**src/mvm_pkg.sv**
```systemverilog
package mvm_pkg;

	localparam int MAX_SIZE_DEF = 64;
	localparam int COL_LIMIT = 64;
	localparam int QUEUE_DEPTH = 4;

	localparam logic REQ_LOAD = 1'b0;
	localparam logic REQ_MATRIX = 1'b1;

	localparam logic [6:0] SIZE_RESET = 7'd64;

	localparam logic [63:0] ACC_MAX = 64'h7FFF_FFFF_FFFF_FFFF;
	localparam logic [63:0] ACC_MIN = 64'h8000_0000_0000_0000;

	typedef struct packed {
		logic req_type;
		logic [5:0] column;
		logic signed [31:0] value;
	} req_item_t;

	typedef struct packed {
		logic [5:0] row;
		logic signed [63:0] result;
		logic saturated;
	} rsp_item_t;

	typedef struct packed {
		logic is_mac;
		logic last;
		logic [5:0] column;
		logic signed [31:0] value;
	} queue_entry_t;

endpackage

```
**src/mvm_queue.sv**
```systemverilog
module mvm_queue
	import mvm_pkg::*;
(
	input logic clk,
	input logic arst_n,
	input logic push,
	input queue_entry_t push_entry,
	output logic full,
	output logic head_valid,
	output queue_entry_t head_entry,
	input logic pop
);

	localparam int PW = $clog2(QUEUE_DEPTH);
	localparam int CW = $clog2(QUEUE_DEPTH + 1);

	queue_entry_t slots_q [QUEUE_DEPTH];
	logic [PW-1:0] wr_ptr_q;
	logic [PW-1:0] rd_ptr_q;
	logic [CW-1:0] count_q;
	logic do_pop;

	assign full = (count_q == CW'(QUEUE_DEPTH));
	assign head_valid = (count_q != '0);
	assign head_entry = slots_q[rd_ptr_q];
	assign do_pop = pop && head_valid;

	always_ff @(posedge clk) begin
		if (push) begin
			slots_q[wr_ptr_q] <= push_entry;
		end
	end

	always_ff @(posedge clk or negedge arst_n) begin
		if (!arst_n) begin
			wr_ptr_q <= '0;
			rd_ptr_q <= '0;
			count_q <= '0;
		end else begin
			if (push) begin
				wr_ptr_q <= wr_ptr_q + PW'(1);
			end
			if (do_pop) begin
				rd_ptr_q <= rd_ptr_q + PW'(1);
			end
			if (push && !do_pop) begin
				count_q <= count_q + CW'(1);
			end else if (do_pop && !push) begin
				count_q <= count_q - CW'(1);
			end
		end
	end

endmodule

```
**config.mk**
```make
export PLATFORM = sky130hd
export DESIGN_NAME = mvm_queue
export DESIGN_NICKNAME = d
export VERILOG_FILES = /design/src/mvm_pkg.sv /design/src/mvm_queue.sv
export SDC_FILE = /design/constraint.sdc
export NUM_CORES = 1
export LEC_CHECK = 0
export BUFFER_PORTS_ARGS = -buffer_cell sky130_fd_sc_hd__buf_2
export CORE_MARGIN = 2
export CORE_UTILIZATION = 60
export DETAILED_ROUTE_END_ITERATION = 8
export PLACE_DENSITY = 0.94
export SYNTH_ARGS = -nofsm -noshare
export SYNTH_HDL_FRONTEND = slang
export SYNTH_SLANG_ARGS = --single-unit
export TNS_END_PERCENT = 10
```
**constraint.sdc**
```tcl
create_clock -name clk -period 3.67 [get_ports clk]
set_input_delay 0.9175 -clock clk [delete_from_list [all_inputs] [get_ports clk]]
set_output_delay 0.9175 -clock clk [all_outputs]
set_load 0.01 [all_outputs]
```
# == Word level (Yosys, flattened, before mapping) ==
# Memory sizes are Yosys's and may differ from the RTL's.
# Index checks and enable logic that the tools add are counted.
# word_totals
input_bits,44
regBits,7
ramBits,160
memories,1
# mem_list
memory,depth,word_bits,read_ports,rd_ports_with_merged_regs,write_ports,line,source
slots_q,4,40,1,0,1,mvm_queue.sv:17,queue_entry_t slots_q [QUEUE_DEPTH];
# classes
n_mux,4
n_eq_ne,1
addsub,4
reduce_logical,7
# ops
op,n
$mux 3,2
$add 2x1->2 const B,2
$add 3x1->3 const B,1
$eq 3x3->1 const B,1
$logic_and 1x1->1,3
$reduce_bool 3->1,1
$sub 3x1->3 const B,1
$logic_not 1->1,2
$mux 1,2
$reduce_bool 2->1,1

# == Longest topological paths before layout ==
# logic_depth
depth_word,5
ltp_mapped,8
mapped_depth_nobuf,8

# == Worst setup path after synthesis ==
# No wires, ideal clock.
# synth_path
path_type,input to register
from,in push
to,mem slots_q[0][0] (netlist bit) (enable)
stages,1
path_slack_ns,1.379
setup_ns,0.401
t_arrival_ns,1.890
required_time_ns,3.269
path_cell_list,and2_1
# synth_via
elab_chain_cells,2
# synth_rtl
item,line,source
"start, declared",mvm_queue.sv:6,"input logic push,"
$mux 1,mvm_queue.sv:29,if (push) begin
$mux 1 (not written as such),mvm_queue.sv:30,slots_q[wr_ptr_q] <= push_entry;
"end, declared",mvm_queue.sv:17,
# Every way passes these cells.

==> metrics.md <==
| Metric | Value |
|---|---|
| Worst Hold Class | `primary input to async pin` |
| Cell count after synthesis | `approximately 240` |
| Core box area | `a little over 10,000 um^2` |
| Setup violators final | `0` |
| Post-DR wirelength/cell | `between 20 and 25 um` |
| Post-synthesis cell area | `6221 um^2` |
| CTS tree | `done` |
| Post-synth EDFFs | `160` |
| Via Count | `2,832` |
| Layout fillers | `600` |
| Rows | `37` |
| Router iterations before antenna repair | `4` |
| DRC | `0` |
| TritonCTS buffer count | `17` |
| Synth Area per Inst | `between 20 and 30 um^2` |
| Startpoint types | `flop` |
| Pwr dens | `~800 nW/um^2` |
| Clock slew at reported path FFs | `around 0.06 ns` |
| I/O Buffers | `85` |
| Critical path type | `flop to output pin` |
| Clock power share | `0.303` |
| FMAX | `329.5 MHz` |
| P&R area growth vs syn | `19.25%` |
| Fin Setup TNS | `0 ns` |
| CP Capture Type | `output pin` |
| Primary FF master, synth | `edfxtp_1` |
| Hold Buf Count CTS | `0` |
| M3 GR Usage | `0.05318` |
| Die Wd | `roughly 110 um` |
| Peak supply drop | `0.0005056 V` |
| Top Usage Layer GRT | `met2` |
| Final Cycle Share | `0.8270` |
| Clock Path Buffers | `2` |
| RSZ-0062 raised after global routing | `false` |
| Flops & latches, synth | `167` |
| # nets final | `about 400` |
| Worst skew pair latency | `roughly 0.52 ns` |
| Final Max Slew Viols | `0` |
| Antenna violations before repair | `1` |
| Clk_skew | `0.006087 ns` |
| Yosys cell types | `21` |
| Tightest Pin Transition | `0.7333 ns` |
| Ys async rst share | `0.04192` |
| ANT cells | `0` |
| Die Ht | `between 100 and 150 um` |
| Final Critical Period | `3.035 ns` |
| Routed wire length | `around 10,000 um` |
| Post-synth top area share | `0.7723` |
| Die ar. | `11,200 um^2` |
| Most common library cells after synthesis | `160 x edfxtp_1, 38 x mux4_2, 7 x dfrtp_1` |
| Largest net degree at the start of global routing | `28` |
| Vias in the first global route | `about 3,000` |
| Initial core utilization | `0.6108` |
| DRT iter0 DRCs | `about 140` |
| Max Cap Violations | `0` |
| All-Layer GR Usage | `0.2054` |
| Number of vias per cell | `between 5 and 6` |
| Top cells by area, synth | `edfxtp_1 77%, mux4_2 14%, dfrtp_1 2.8%, buf_12 1.3%, ha_1 1.0%` |
| Met1 usage | `0.2542` |
| Reg2reg setup slack | `about 1.5 ns` |
| HPWL after DPL | `roughly 6400 um` |
| Reg power frac | `0.431` |
| Sequential element share of the synthesized area | `0.8005` |
| IO Count | `86` |
| Final hold vios | `0` |
| CTS Root Cell | `clkbuf_8` |
| Htree depth | `4` |
| P_int | `approximately 4.5 mW` |
| Switching Share | `0.2712` |
| GR Util met2 | `0.3419` |
| Worst EP required | `roughly 2.8 ns` |
| Syn nets | `294` |
| Global-route wire length before repair | `about 16,000 um` |
| Synth Warn # | `0` |
| Power share of the combinational group | `0.266` |
| Critical path arrival | `2.12 ns` |
| Gpl congestion | `a little over 0.7` |
| Most frequent cell after synthesis | `edfxtp_1` |
| Clock sink total | `between 150 and 200` |
| Status | `complete, no violations` |
| Leak | `2.602 nW` |
| Slew headroom | `0.5111` |
| Power consumption | `approximately 6.1 mW` |
| P_sw | `about 1.7 mW` |
| PostCTS Resize Cnt | `0` |
| Area leader, netlist | `edfxtp_1` |
| Total grt overflow | `0` |
| Post-CTS setup repair buffer count | `0` |
| Crit-path max FO | `25` |
| Post-route antenna net violation count | `0` |
| Share of cells above drive strength 1 | `0.4669` |
final timing paths:
| kind | start | end | cells past startpoint |
|---|---|---|---|
| max | rd_ptr_q[0] | head_entry[35] | 3 |
| min | arst_n | rd_ptr_q[1] | 1 |
| max reg2reg | count_q[0] | count_q[2] | 8 |
| min reg2reg | count_q[2] | count_q[2] | 1 |
| max in group asynchronous | arst_n | rd_ptr_q[0] | 1 |
| min in group clk | count_q[2] | count_q[2] | 1 |
cell families after synthesis:
logic type	count (synthesis)	synth area share
xor+xnor	6	0.008449
buf+inv	13	0.02031
mux	41	0.1478
compound gates	1	0.0008037
simple gates	10	0.008849
fa+ha+maj	6	0.01327
flops	167	0.8005
metrics by stage:
step                      std cells    util  hold WS [ns]  setup slack (ns)  area [um^2]
after floorplan                 244       -        0.4471             1.379         6221
after global routing            498  0.7284        0.2089            0.5172         7418
final                           498  0.7284        0.2189            0.6348         7418
after global placement          466  0.6668        0.4664             1.165         6792
after CTS                       498  0.7284        0.1979            0.5717         7418
after detailed placement        466  0.6668        0.4844             1.142         6792
worst max-delay path, stage by stage, from the launching register on:
cell and delay (ns):
dfrtp_2 0.35, buf_4 0.44, mux4_1 0.64, buf_2 0.16
routing by layer:
layer	up-vias	wire [um]
met5	-	15
met4	2	231
met3	20	530
met2	93	5541
met1	1478	4153
li1	1239	-
sequential cells by signal (all words and copies together) (netlist names):
name and flops:
wr_ptr_q 2, rd_ptr_q 2, count_q 3, slots_q 160
layout make-up:
| type | instances | area, um^2 | share of cell area |
|---|---|---|---|
| Clock buffer | 20 | 425.4 | 0.05735 |
| Sequential cell | 167 | 4982 | 0.6716 |
| Multi-Input combinational cell | 64 | 1120 | 0.1510 |
| Tap cell | 136 | 170.2 | 0.02294 |
| Inverter | 3 | 11.26 | 0.001518 |
| Timing Repair Buffer | 96 | 508.0 | 0.06848 |
| Clock inverter | 12 | 201.4 | 0.02715 |
power groups by stage:
stage          Sequential (mW)  Clock (mW)  Combinational, mW
2_1_floorplan             2.61           0               1.21
3_3_place_gp              2.64           0               1.63
3_5_place_dp              2.67           0               1.65
4_1_cts                   2.64        1.89               1.67
5_1_grt                   2.67        1.95               1.76
6_report                  2.64        1.85               1.62
cells in the final DEF (no fill, tap or decap), types with 2 or more instances in the layout:
cell type,synthesis,layout
inv_1,3,3
mux4_1,2,2
and2_2,0,4
clkinv_4,0,2
clkbuf_1,1,3
nand2_1,2,2
dfrtp_2,0,2
buf_2,4,85
mux4_2,38,38
dfrtp_1,7,5
edfxtp_1,160,160
xnor2_1,3,3
ha_1,5,5
clkbuf_16,0,16
xor2_1,3,3
bufinv_16,0,5
clkinvlp_4,0,4
buf_4,0,11
Note: power is estimated with default switching activity, not from simulation.
