[src/mvm_pkg.sv]
package mvm_pkg;

	localparam int MAX_SIZE_DEF = 64;
	localparam int COL_LIMIT = 64;
	localparam int QUEUE_DEPTH = 4;

	localparam logic REQ_LOAD = 1'b0;
	localparam logic REQ_MATRIX = 1'b1;

	localparam logic [6:0] SIZE_RESET = 7'd64;

	localparam logic [63:0] ACC_MAX = 64'h7FFF_FFFF_FFFF_FFFF;
	localparam logic [63:0] ACC_MIN = 64'h8000_0000_0000_0000;

	typedef struct packed {
		logic req_type;
		logic [5:0] column;
		logic signed [31:0] value;
	} req_item_t;

	typedef struct packed {
		logic [5:0] row;
		logic signed [63:0] result;
		logic saturated;
	} rsp_item_t;

	typedef struct packed {
		logic is_mac;
		logic last;
		logic [5:0] column;
		logic signed [31:0] value;
	} queue_entry_t;

endpackage

[src/mvm_front.sv]
module mvm_front
	import mvm_pkg::*;
#(
	parameter int MAX_SIZE = MAX_SIZE_DEF
) (
	input logic clk,
	input logic arst_n,
	input logic size_we,
	input logic [6:0] size_wdata,
	input logic req_valid,
	output logic req_stall,
	input req_item_t req,
	input logic queue_full,
	output logic push,
	output queue_entry_t push_entry
);

	localparam int STORE_DEPTH = (MAX_SIZE < COL_LIMIT) ? MAX_SIZE : COL_LIMIT;
	localparam logic [6:0] SIZE_LIMIT = 7'(STORE_DEPTH);

	logic [6:0] size_q;
	logic [6:0] active_size;
	logic [6:0] column_ext;
	logic accepted;
	logic keep;

	always_ff @(posedge clk or negedge arst_n) begin
		if (!arst_n) begin
			size_q <= SIZE_RESET;
		end else if (size_we) begin
			size_q <= size_wdata;
		end
	end

	always_comb begin
		active_size = size_q;
		if (active_size == 7'd0) begin
			active_size = 7'd1;
		end
		if (active_size > SIZE_LIMIT) begin
			active_size = SIZE_LIMIT;
		end
	end

	assign column_ext = {1'b0, req.column};
	assign req_stall = queue_full;
	assign accepted = req_valid && !queue_full;

	// Loads beyond the store and matrix elements beyond the active size are dropped here.
	always_comb begin
		case (req.req_type)
			REQ_LOAD: keep = column_ext < SIZE_LIMIT;
			REQ_MATRIX: keep = column_ext < active_size;
			default: keep = 1'b0;
		endcase
	end

	assign push = accepted && keep;
	assign push_entry.is_mac = (req.req_type == REQ_MATRIX);
	assign push_entry.last = (column_ext == (active_size - 7'd1));
	assign push_entry.column = req.column;
	assign push_entry.value = req.value;

endmodule

[config.mk]
export PLATFORM = sky130hd
export DESIGN_NAME = mvm_front
export DESIGN_NICKNAME = d
export VERILOG_FILES = /design/src/mvm_pkg.sv /design/src/mvm_front.sv
export SDC_FILE = /design/constraint.sdc
export NUM_CORES = 1
export LEC_CHECK = 0
export ABC_AREA = 1
export BUFFER_PORTS_ARGS = -buffer_cell sky130_fd_sc_hd__buf_2
export CAP_MARGIN = 10
export CORE_ASPECT_RATIO = 0.75
export CORE_MARGIN = 8
export CORE_UTILIZATION = 30
export CTS_CLUSTER_DIAMETER = 150
export DETAILED_ROUTE_END_ITERATION = 8
export PLACE_DENSITY_LB_ADDON = 0.25
export SLEW_MARGIN = 20
export SYNTH_ARGS = -nofsm -noshare
export SYNTH_HDL_FRONTEND = slang
export SYNTH_SLANG_ARGS = --single-unit
[constraint.sdc]
create_clock -name clk -period 3.7 [get_ports clk]
set_clock_uncertainty 0.05 [all_clocks]
set_input_delay 0.74 -clock clk [delete_from_list [all_inputs] [get_ports clk]]
set_output_delay 0.74 -clock clk [all_outputs]
set_load 0.01 [all_outputs]
==> Word-level counts from Yosys, hierarchy flattened <==
Cells that the tools add are included.
{ "totals": {"register_bits": 7, "inputBits": 51, "wordCells": 14} }
{ "op_classes": {"addsub": 1, "magnitude_cmp": 3, "n_eq_ne": 1, "muxes": 3, "bitwise": 1, "n_reduce_logical": 4} }
{ "ops": {"columns": ["op", "n"], "rows": [
  ["$mux W7", 2],
  ["$eq A6 B7 Y1", 1],
  ["$gt A7 B7 Y1 const B", 1],
  ["$logic_not A7 Y1", 1],
  ["$lt A6 B7 Y1", 1],
  ["$lt A6 B7 Y1 const B", 1],
  ["$sub A7 B1 Y7 const B", 1],
  ["$logic_and A1 B1 Y1", 2],
  ["$pmux W1 S2", 1],
  ["$logic_not A1 Y1", 1],
  ["$not A1 Y1", 1]
]} }

==> Longest topological paths before layout <==
{ "logic_depth": {"ltp_word": 7, "ltp_mapped": 12, "ltp_nobuf": 12} }

==> Worst setup path after synthesis <==
OpenSTA, ideal clock, no wires.
{ "synth_path": {"path_type": "register -> output", "from": "register size_q[5]", "to": "output push_entry[38] (netlist bit)", "arrival_time_ns": 1.682, "setup_slack_ns": 1.228, "path_stages_with_launch": 12, "n_path_buf": 0, "cell_sequence": "dfrtp_1 -> nor2_2 -> nand3_2 -> nand2_1 -> nand2_2 -> ha_1 -> xnor2_1 -> nor2_1 -> nand3_1 -> nor2_1 -> nand3_1 -> nor2_1"} }
{ "synth_lines": {"columns": ["item", "line", "text"], "rows": [
  ["from (decl)", "mvm_front.sv:21", "logic [6:0] size_q;"],
  ["from (signal assigned)", "mvm_front.sv:31", "size_q <= size_wdata;"],
  ["to (decl)", "mvm_front.sv:15", "output queue_entry_t push_entry"]
]} }

==> impl_metrics.yaml <==
outcome:
  status: "completed"
die:
  boundaryPins: 93
  coreArea_um2: 3200
  start_util_pct: 30.6
  die_area_um2: 5360
  die_h_um: 65.5
  dieWidth_um: 81.9
  placementRows: 18
timing:
  worst_pin_slew_ps: 389
  timing.final.ws_setup_ps: 744
  period_needed_ps: 2960
  drv_slew: 0
  maxSlewHeadroom_pct: 74.0
  max_freq_mhz: 338
  setup-tns-final_ps: 0
  rsz0062_at_grt: "no"
  hold_viol: 0
  setup_violations: 0
  period_share_pct: 79.9
critical_path:
  crit_required_ps: 2910
  endpoint_kind: "primary output"
  critPathSlowestCell: "dfrtp_1"
  worstSetupStartpointType: "flip-flop"
  cpMostUsedCell: "nor2_1"
  worstPathMaxFanout: 5
  slowest_delay_ps: 430
  worst_ep_arrival_time_ps: 2170
  setup.worst_path.class: "flip-flop to primary output"
  worstPathCellList: "nor2_1, nand3_2, nand2_1, nand2_2, ha_1, xnor2_1, nor2_1, nand3_1, nor2_1, nand3_1, nor2_1, buf_2"
logic_synthesis:
  ys_seq_area_share_pct: 18.0
  synthAdderAreaFrac_pct: 8.95
  synth.area.mux_share_pct: 5.75
  syn_area_um2: 978
  yosysWarnings: 0
  synth_top_family_by_area: "buffers and inverters"
  ys_ff_latch: 7
  synthCells: 128
  synth-compound-area-share_pct: 6.52
  yosys.area_share.simple_pct: 21.1
  synth-xor-area-share_pct: 3.45
  synth.avg_cell_area_um2: 7.64
  syn_nets: 186
  ys_types: 26
layout:
  top_register: "size_q"
  diodes: 0
  largest_reg_flops: 7
  fin_nets: 177
  largest_registers: "size_q x7"
  multi_input_area_um2: 448
  fillers: 377
  drive_above_1_share_pct: 39.0
  synthToLayoutAreaGrowth_pct: -8.18
  seqCellArea_um2: 176
clocking:
  clk_path_buf_depth: 2
  cts_root_buffer: "clkbuf_8"
  cts_tree: "built"
  clock_sinks: 7
  cts_resized: 0
  postCtsSetupRepairBufs: 0
  cts_htree_levels: 1
  clk_latency_ps: 220
  holdBufCountCts: 0
  cts_made_buffers: 3
  clkSlewWorstSetupHoldPaths_ps: 40
grt:
  grt_use_total_pct: 7.40
  grt_max_degree: 12
  antenna_found_initial: 0
  first_global_vias: 744
  grt_pass1_wl_um: 3190
  grt_overflow: 0
hold_path:
  hp-class: "input port to async pin"
power_and_ir_drop:
  cellPowerDensity_nw_per_um2: 344
  ir_drop_uv: 196
  leakage_nw: 0.466
route:
  drt.antenna.violating_nets: 0
  drtIter0Drc: 42
  wl_um: 1950
  drtPass1Iterations: 4
  via_count: 724
  post-route-drc-count: 0
  viasPerCell: 4.58
  wl_per_cell_um: 12.3
placed_design:
  preCtsSetupSlack_ps: 980
  dp_hpwl_um: 1660
  place.gp.congestion: 0.769
  portBuffers: 28
run:
  cap_violations: 0
per-stage QoR:
stage	power, mW	hold slack (ps)	instances	instance area, µm²	utilization, %
3_3_place_gp	0.203	502	154	853	26.7
6_report	0.309	289	158	898	28.1
3_5_place_dp	0.205	517	154	853	26.7
4_1_cts	0.315	289	158	898	28.1
5_1_grt	0.336	292	158	898	28.1
2_1_floorplan	0.214	394	128	978	-
logic make-up after synthesis:
logic type	after synthesis
AOI/OAI and AO/OA	11
and+or+nand+nor	43
xor gates and xnor gates	3
DFF	7
buffers and inverters	52
adders and majority gates	7
muxes	5
synthesized netlist by cell type:
cell type  instances  area share (%)
nand3_2            1             1.0
nor2_1             6             2.3
inv_1              9             3.5
o21ai_0            5             2.6
ha_1               7             9.0
nand4_1            2             1.3
clkbuf_1           1            0.38
o21ai_2            1            0.90
a21oi_1            3             1.5
buf_4             40              31
nand2_4            1             1.2
xor2_1             1            0.90
nand3_1           10             5.1
nand2_1           18             6.9
dfrtp_1            6              15
o22ai_1            1            0.64
nand2_2            3             1.9
nand3b_1           1            0.77
dfstp_2            1             2.7
o311ai_0           1            0.90
xor2_2             1             1.7
xnor2_1            1            0.90
clkinv_2           1            0.51
buf_6              1             1.2
nor2_2             1            0.64
mux2_2             5             5.8
per-layer routing:
metal | global-route usage, % | part of all wire, % | vias up
met4 | 7.21 | 6.4 | 0
met1 | 8.42 | 44 | 316
met3 | 2.59 | 10 | 26
met2 | 10.4 | 40 | 25
met5 | 0 | 0 | -
li1 | - | - | 357
power breakdown:
group          switching [mW]  total, mW  internal [mW]
combinational          0.0598      0.107         0.0470
sequential             0.0105     0.0957         0.0852
clock                  0.0320      0.106         0.0744
final timing paths:
check / start / endpoint / slack [ps] / cells after the start
min in group clk: size_q[1]$_DFFE_PN0P_ / size_q[1]$_DFFE_PN0P_ / 520 / 1
min: arst_n / size_q[2]$_DFFE_PN0P_ / 290 / 1
max reg2reg: size_q[6]$_DFFE_PN1P_ / size_q[6]$_DFFE_PN1P_ / 2620 / 2
max in group asynchronous: arst_n / size_q[6]$_DFFE_PN1P_ / 3080 / 1
max: size_q[2]$_DFFE_PN0P_ / push_entry[38] / 740 / 12
min reg2reg: size_q[1]$_DFFE_PN0P_ / size_q[1]$_DFFE_PN0P_ / 520 / 1
cell usage in the layout (no fill, tap or decap):
cell	netlist	routed
dfstp_2	1	1
xnor2_1	1	1
o21ai_0	5	5
nand3b_1	1	1
clkinv_2	1	1
o22ai_1	1	1
xor2_2	1	1
clkbuf_1	1	1
nand4_1	2	2
nand3_2	1	1
o311ai_0	1	1
nor2_1	6	6
nand3_1	10	10
nand2_2	3	3
nand2_1	18	18
xor2_1	1	1
clkbuf_8	0	3
o21ai_2	1	1
nor2_2	1	1
nand2_4	1	1
a21oi_1	3	3
dfrtp_1	6	6
inv_1	9	9
ha_1	7	7
buf_2	0	28
mux2_2	5	5
area by class of cell:
class                      instances  share of cell area, %
clock buffer                       4                   5.01
inverter                          10                   4.32
multi-input combinational         69                   49.9
sequential                         7                   19.6
tap                               40                   5.57
timing repair buffer              28                   15.6
critical path: cells and delay by family, from the launching register on:
family / cells / cell delay [ps]
XOR/XNOR: 1 / 120
adder cells (fa/ha/maj): 1 / 300
buffers and inverters: 1 / 130
flip-flops: 1 / 430
AND/OR/NAND/NOR: 9 / 940
Power figures use the tool's default switching activity.
