### src/mvm_pkg.sv
package mvm_pkg;

	localparam int MAX_SIZE_DEF = 64;
	localparam int COL_LIMIT = 64;
	localparam int QUEUE_DEPTH = 4;

	localparam logic REQ_LOAD = 1'b0;
	localparam logic REQ_MATRIX = 1'b1;

	localparam logic [6:0] SIZE_RESET = 7'd64;

	localparam logic [63:0] ACC_MAX = 64'h7FFF_FFFF_FFFF_FFFF;
	localparam logic [63:0] ACC_MIN = 64'h8000_0000_0000_0000;

	typedef struct packed {
		logic req_type;
		logic [5:0] column;
		logic signed [31:0] value;
	} req_item_t;

	typedef struct packed {
		logic [5:0] row;
		logic signed [63:0] result;
		logic saturated;
	} rsp_item_t;

	typedef struct packed {
		logic is_mac;
		logic last;
		logic [5:0] column;
		logic signed [31:0] value;
	} queue_entry_t;

endpackage

### src/mvm_back.sv
module mvm_back
	import mvm_pkg::*;
#(
	parameter int MAX_SIZE = MAX_SIZE_DEF
) (
	input logic clk,
	input logic arst_n,
	input logic head_valid,
	input queue_entry_t head_entry,
	output logic pop,
	output logic rsp_valid,
	input logic rsp_stall,
	output rsp_item_t rsp
);

	localparam int STORE_DEPTH = (MAX_SIZE < COL_LIMIT) ? MAX_SIZE : COL_LIMIT;
	localparam int AW = (STORE_DEPTH > 1) ? $clog2(STORE_DEPTH) : 1;

	logic [31:0] vector_mem [STORE_DEPTH];
	logic [AW-1:0] addr;
	logic adv;

	logic v_s1;
	logic last_s1;
	logic [5:0] col_s1;
	logic signed [31:0] value_s1;
	logic signed [31:0] vec_s1;

	logic v_s2;
	logic last_s2;
	logic [5:0] col_s2;
	logic signed [63:0] prod_s2;

	logic [63:0] acc_q;
	logic clip_q;
	logic [5:0] row_q;
	logic rsp_valid_q;
	rsp_item_t rsp_q;

	logic [63:0] sum;
	logic [63:0] sum_sat;
	logic ovf;

	// The whole back end moves together whenever the result register can take a transfer.
	assign adv = !rsp_valid_q || !rsp_stall;
	assign pop = adv && head_valid;
	assign addr = head_entry.column[AW-1:0];

	always_ff @(posedge clk) begin
		if (pop) begin
			if (head_entry.is_mac) begin
				vec_s1 <= vector_mem[addr];
			end else begin
				vector_mem[addr] <= head_entry.value;
			end
		end
	end

	always_ff @(posedge clk) begin
		if (adv) begin
			last_s1 <= head_entry.last;
			col_s1 <= head_entry.column;
			value_s1 <= head_entry.value;
			last_s2 <= last_s1;
			col_s2 <= col_s1;
			prod_s2 <= value_s1 * vec_s1;
		end
	end

	assign sum = acc_q + prod_s2;
	assign ovf = (acc_q[63] == prod_s2[63]) && (sum[63] != acc_q[63]);
	assign sum_sat = ovf ? (acc_q[63] ? ACC_MIN : ACC_MAX) : sum;

	always_ff @(posedge clk or negedge arst_n) begin
		if (!arst_n) begin
			v_s1 <= 1'b0;
			v_s2 <= 1'b0;
			acc_q <= '0;
			clip_q <= 1'b0;
			row_q <= '0;
			rsp_valid_q <= 1'b0;
		end else if (adv) begin
			v_s1 <= pop && head_entry.is_mac;
			v_s2 <= v_s1;
			rsp_valid_q <= v_s2 && last_s2;
			if (v_s2) begin
				if (last_s2) begin
					acc_q <= '0;
					clip_q <= 1'b0;
					row_q <= (row_q >= col_s2) ? 6'd0 : row_q + 6'd1;
				end else begin
					acc_q <= sum_sat;
					clip_q <= clip_q || ovf;
				end
			end
		end
	end

	always_ff @(posedge clk) begin
		if (adv && v_s2 && last_s2) begin
			rsp_q.row <= row_q;
			rsp_q.result <= sum_sat;
			rsp_q.saturated <= clip_q || ovf;
		end
	end

	assign rsp_valid = rsp_valid_q;
	assign rsp = rsp_q;

	assert property (@(posedge clk) disable iff (!arst_n)
		(adv && v_s2 && last_s2) |=> (acc_q == '0 && !clip_q))
		else $error("Accumulator not cleared after a row closed.");

	assert property (@(posedge clk) disable iff (!arst_n)
		$rose(rsp_valid_q) |-> $past(v_s2 && last_s2))
		else $error("Result appeared without a closing element.");

	assert property (@(posedge clk) disable iff (!arst_n)
		!adv |=> ($stable(acc_q) && $stable(row_q) && $stable(clip_q)))
		else $error("Row state changed while the back end was held.");

endmodule

### config.mk
export PLATFORM = sky130hd
export DESIGN_NAME = mvm_back
export DESIGN_NICKNAME = d
export VERILOG_FILES = /design/src/mvm_pkg.sv /design/src/mvm_back.sv
export SDC_FILE = /design/constraint.sdc
export NUM_CORES = 2
export LEC_CHECK = 0
export BUFFER_PORTS_ARGS = -buffer_cell sky130_fd_sc_hd__buf_2
export CORE_UTILIZATION = 49
export CTS_CLUSTER_DIAMETER = 120
export DETAILED_ROUTE_END_ITERATION = 8
export SYNTH_ARGS = -nofsm -noshare
export SYNTH_HDL_FRONTEND = slang
export SYNTH_SLANG_ARGS = --single-unit
### constraint.sdc
create_clock -name clk -period 12.8 [get_ports clk]
set_input_delay 3.2 -clock clk [delete_from_list [all_inputs] [get_ports clk]]
set_output_delay 3.2 -clock clk [all_outputs]
set_load 0.02 [all_outputs]
* Yosys cells after proc, flatten, opt, wreduce, memory -nomap -nowiden *
Memory sizes are Yosys's and may differ from the RTL's. A register that Yosys moved wholly into a read port is not among the register bits.
Cells that the tools add are included.

storage, ports and cells
  memories = 1
  input port bits = 44
  flip-flop bits (word level) = 255
  logic and storage cells = 43
  bits in writable memories = 2048
  output and inout bits = 73

cells by class
  $add $sub $neg = 2
  eq/ne operators = 2
  $mul = 1
  mux-type cells = 8
  magnitude comparators = 1
  reductions and logical operators = 13

memory list
  memory      depth  bits a word  rd ports  clocked after memory_dff  wr ports  line            source
  vector_mem  64     32           1         1                         1         mvm_back.sv:19  logic [31:0] vector_mem [STORE_DEPTH];

operators by type and width
  cell                                                           count
  64-bit two-way mux                                             3
  64-bit adder                                                   1
  32-bit by 32-bit multiplier with 64-bit output                 1
  6-bit by 1-bit adder with 6-bit output, second input constant  1
  6-bit greater-or-equal comparator                              1
  1-bit logical AND                                              6
  6-bit two-way mux                                              1
  1-bit two-way mux                                              4
  2-bit AND reduction                                            2
  3-bit AND reduction                                            1
  1-bit logical NOT                                              2
  1-bit logical OR                                               2
  1-bit equality test                                            1
  1-bit != test                                                  1

* Depth between registers and ports, before layout *
  depth after elaboration = 5
  depth in mapped cells = 29
  mapped depth without buffers = 28

* Least setup slack after synthesis *
Ideal clock, no wire load.

  kind = input to output
  start point = input rsp_stall
  end point = output pop
  path buffers = 0
  cell stages on the path = 2
  required time = 9600 ps
  slack = 3498 ps
  data arrival time = 6102 ps
  cell sequence = nand2_1 and2_1

on the way
  word-level cells in the longest chain between the ends = 3

RTL lines
  element            line            source
  start, declared    mvm_back.sv:12  input logic rsp_stall,
  1-bit logical NOT  mvm_back.sv:45  assign adv = !rsp_valid_q || !rsp_stall;
  1-bit logical OR   mvm_back.sv:45
  1-bit logical AND  mvm_back.sv:46  assign pop = adv && head_valid;
  end, declared      mvm_back.sv:10  output logic pop,

Every way passes these cells.

* Worst setup path in the final report *
  start point = register vec_s1[3] (read register of vector_mem)
  end point = register prod_s2[63], data pin

on the way
  word-level cells in the longest chain between the ends = 1

RTL lines
  element                                         line            source
  start, declared                                 mvm_back.sv:27  logic signed [31:0] vec_s1;
  32-bit by 32-bit multiplier with 64-bit output  mvm_back.sv:66  prod_s2 <= value_s1 * vec_s1;
  end signal, assigned                            mvm_back.sv:66
  end, declared                                   mvm_back.sv:32  logic signed [63:0] prod_s2;

Every way passes these cells.
A chain may end at the register's enable or synchronous reset.

==> impl_results.md <==
* Max-slew violation count at 0
* Maxcap violations at 0
* Initial core utilization at around half
* Final Cycle Share at approximately 74%
* Die Width at around 500 microns
* Synth Area per Inst at ~14 sq um
* Largest net degree at the start of global routing at 93
* Final Routed Wirelength at about 340,000 microns
* Status: finished clean
* Post-CTS Setup Bufs at 0
* Post-cts sizing count at 0
* Final Hold Fails at 0
* CTS tree: yes
* Setup crit end kind: flop
* WP data required at 13.38 ns
* Ranking of synthesized cells by area: edfxtp_1 (55%), fa_1 (18%), a22oi_1 (3.7%)
* Vias in the first global route at approximately 76,000
* Kind of critical path: reg2reg
* Sum Neg Setup Slack at 0 ns
* Hpwl dp at about 210,000 microns
* Synth Flop Type: edfxtp_1
* CTS Hold Bufs at 0
* Initial antenna violation count at 12
* Share of the synthesized area in the top cell type at between 50% and 60%
* Pre-CTS WS at roughly 3.3 ns
* Total CTS buffers at between 200 and 250
* Post-Syn Nets at a little over 10,000
* Seq cells post-synth at between 2,000 and 2,500
* TritonCTS Sinks at ~2,300
* Clock Latency Late Sink at roughly 0.9 ns
* Crit start category: flop
* First-pass GRT wire length at 507,000 microns
* H-tree depth at 4
* DR WL/cell at approximately 28 microns
* Clock Path Buffers at 3
* Final setup fails at 0
* Vias at approximately 74,000
* Clk slew on worst S/H paths at about 0.060 ns
* Drt initial violations at slightly above 7,000
* Post-synth top area cell: edfxtp_1
* Worst-Margin Slew at 1.39 ns
* Tot GR Track Use at 27.3%
* Routed vias/inst at 6.00
* Core area at 249,000 sq um
* Detail Route Antenna Nets at 0
* Layout cells sized above 1 at roughly 8.8%
* Die ar. at between 200,000 and 300,000 sq um
* Clock Skew at approximately 0.12 ns
* Nets at 10,181
* Die height at roughly 500 microns
* Grt ovf at 0
* Worst min-delay path category: reg2reg
* Layout area overhead at 10.5%
* Cell row count at roughly 180
* Cell count after synthesis at slightly below 9,000
* DR pass1 iterations at 6
* Sequential area share after synthesis at about 57%
* Final RePlAce weighted congestion at 0.874
* IO Count at between 100 and 150
* Yosys warnings at 0
* Commonest non-fill, non-tap cell in the layout: edfxtp_1
* RSZ-0062 raised after global routing: false
* Yosys cell types at 82
* Most frequent cells in the layout: edfxtp_1 (2,261), fa_1 (1,083), inv_1 (968), nand2_1 (615), a22oi_1 (607)
* Async SR Flop Fraction at about 3.2%
* Synthesized cell area at between 100,000 and 150,000 sq um
* Fmax at 106 MHz
* CP arrival at 10.04 ns
* I/O Buffers at 116
* Root Buffer: clkbuf_16
* Max-Slew Margin vs Limit at between 7 and 8%
* EDFF count, synth at 2,261
* Max FO, Critical Path at 32
* Minimum clock period at roughly 9.5 ns
* # DRC at 0
* Post-route setup slack at ~3.3 ns
[through the flow]
stage / area, sq um / instances / hold WS [ns] / utilization (%)
after global routing: 135000 / 12329 / 0.406 / 54.5
after CTS: 135000 / 12325 / 0.394 / 54.5
final: 135000 / 12332 / 0.411 / 54.5
after global placement: 128000 / 11894 / 0.410 / 51.4
after floorplan: 123000 / 8746 / 0.400 / -
after detailed placement: 128000 / 11894 / 0.405 / 51.4
[kinds of logic after synthesis]
| family | synth area share, % |
|---|---|
| AOI/OAI and AO/OA | 10.5 |
| xor gates and xnor gates | 0.922 |
| adders and majority gates | 20.3 |
| buffers and inverters | 4.58 |
| DFF | 56.9 |
| muxes | 0.0173 |
| and+or+nand+nor | 6.82 |
[path summary, 6_finish.rpt]
check | from | to | slack (ns) | depth (start not counted)
max in group asynchronous | arst_n | acc_q[42] | 9.36 | 2
min in group asynchronous | arst_n | v_s2 | 2.29 | 1
max | vec_s1[3] | prod_s2[63] | 3.35 | 23
max reg2reg | vec_s1[3] | prod_s2[63] | 3.35 | 23
min | col_s1[1] | col_s2[1] | 0.41 | 0
min reg2reg | col_s1[1] | col_s2[1] | 0.41 | 0
[worst max-delay path: stages, from the launching register on]
cell and delay (ns):
edfxtp_1 1.20, and2_1 0.33, fa_1 0.48, fa_1 0.48, fa_1 0.95, inv_1 0.15, fa_1 0.62, inv_1 0.57
fa_1 0.56, fa_1 0.57, inv_1 0.05, fa_1 0.48, inv_1 0.06, fa_1 0.46, ha_1 0.37, a21o_1 0.20
a21o_1 0.17, a21oi_1 0.25, nand2_1 0.08, o21ai_1 0.29, o21ai_1 0.20, a221o_1 0.38, a21oi_1 0.17, xnor2_1 0.09
[final cells by class]
class                   instances  area, sq um
inverters                     970         3640
multi-input cells            4932        47900
flip-flops and latches       2335        69700
well taps                    3330         4170
clock buffers                 280         6090
diodes                          6         15.0
repair buffers                328         2370
clock inverters               151         1590
fillers                     20404       113000
[flip-flops by register name, indices dropped and copies added, names as in the netlist]
register	count
value_s1	32
rsp	71
prod_s2	64
v_s2	1
v_s1	1
col_s2	6
row_q	6
acc_q	64
vec_s1	32
col_s1	6
clip_q	1
last_s2	1
vector_mem	2048
rsp_valid	1
last_s1	1
[cells in the mapped netlist, drive strengths merged, types with 82 or more instances]
master,number
ha,254
a221oi,216
clkbuf,420
o21ai,137
a22oi,607
a31oi,209
buf,89
edfxtp,2261
inv,970
and2,535
nor2,255
a22o,218
xnor2,82
fa,1083
a21oi,202
nand2,619
[layer usage]
metal	vias up	share of wire (%)	track usage, %	routed length (microns)
met5	-	0.017	0	59
met4	8	2.6	7.07	8900
met3	488	7.6	4.26	26200
met2	3087	49	45.8	167000
met1	38968	41	37.2	141000
li1	31439	-	-	-
Power is left out: the tool's default activity adds up to more than one toggle a clock period on the data nets, which glitch-free logic cannot reach.
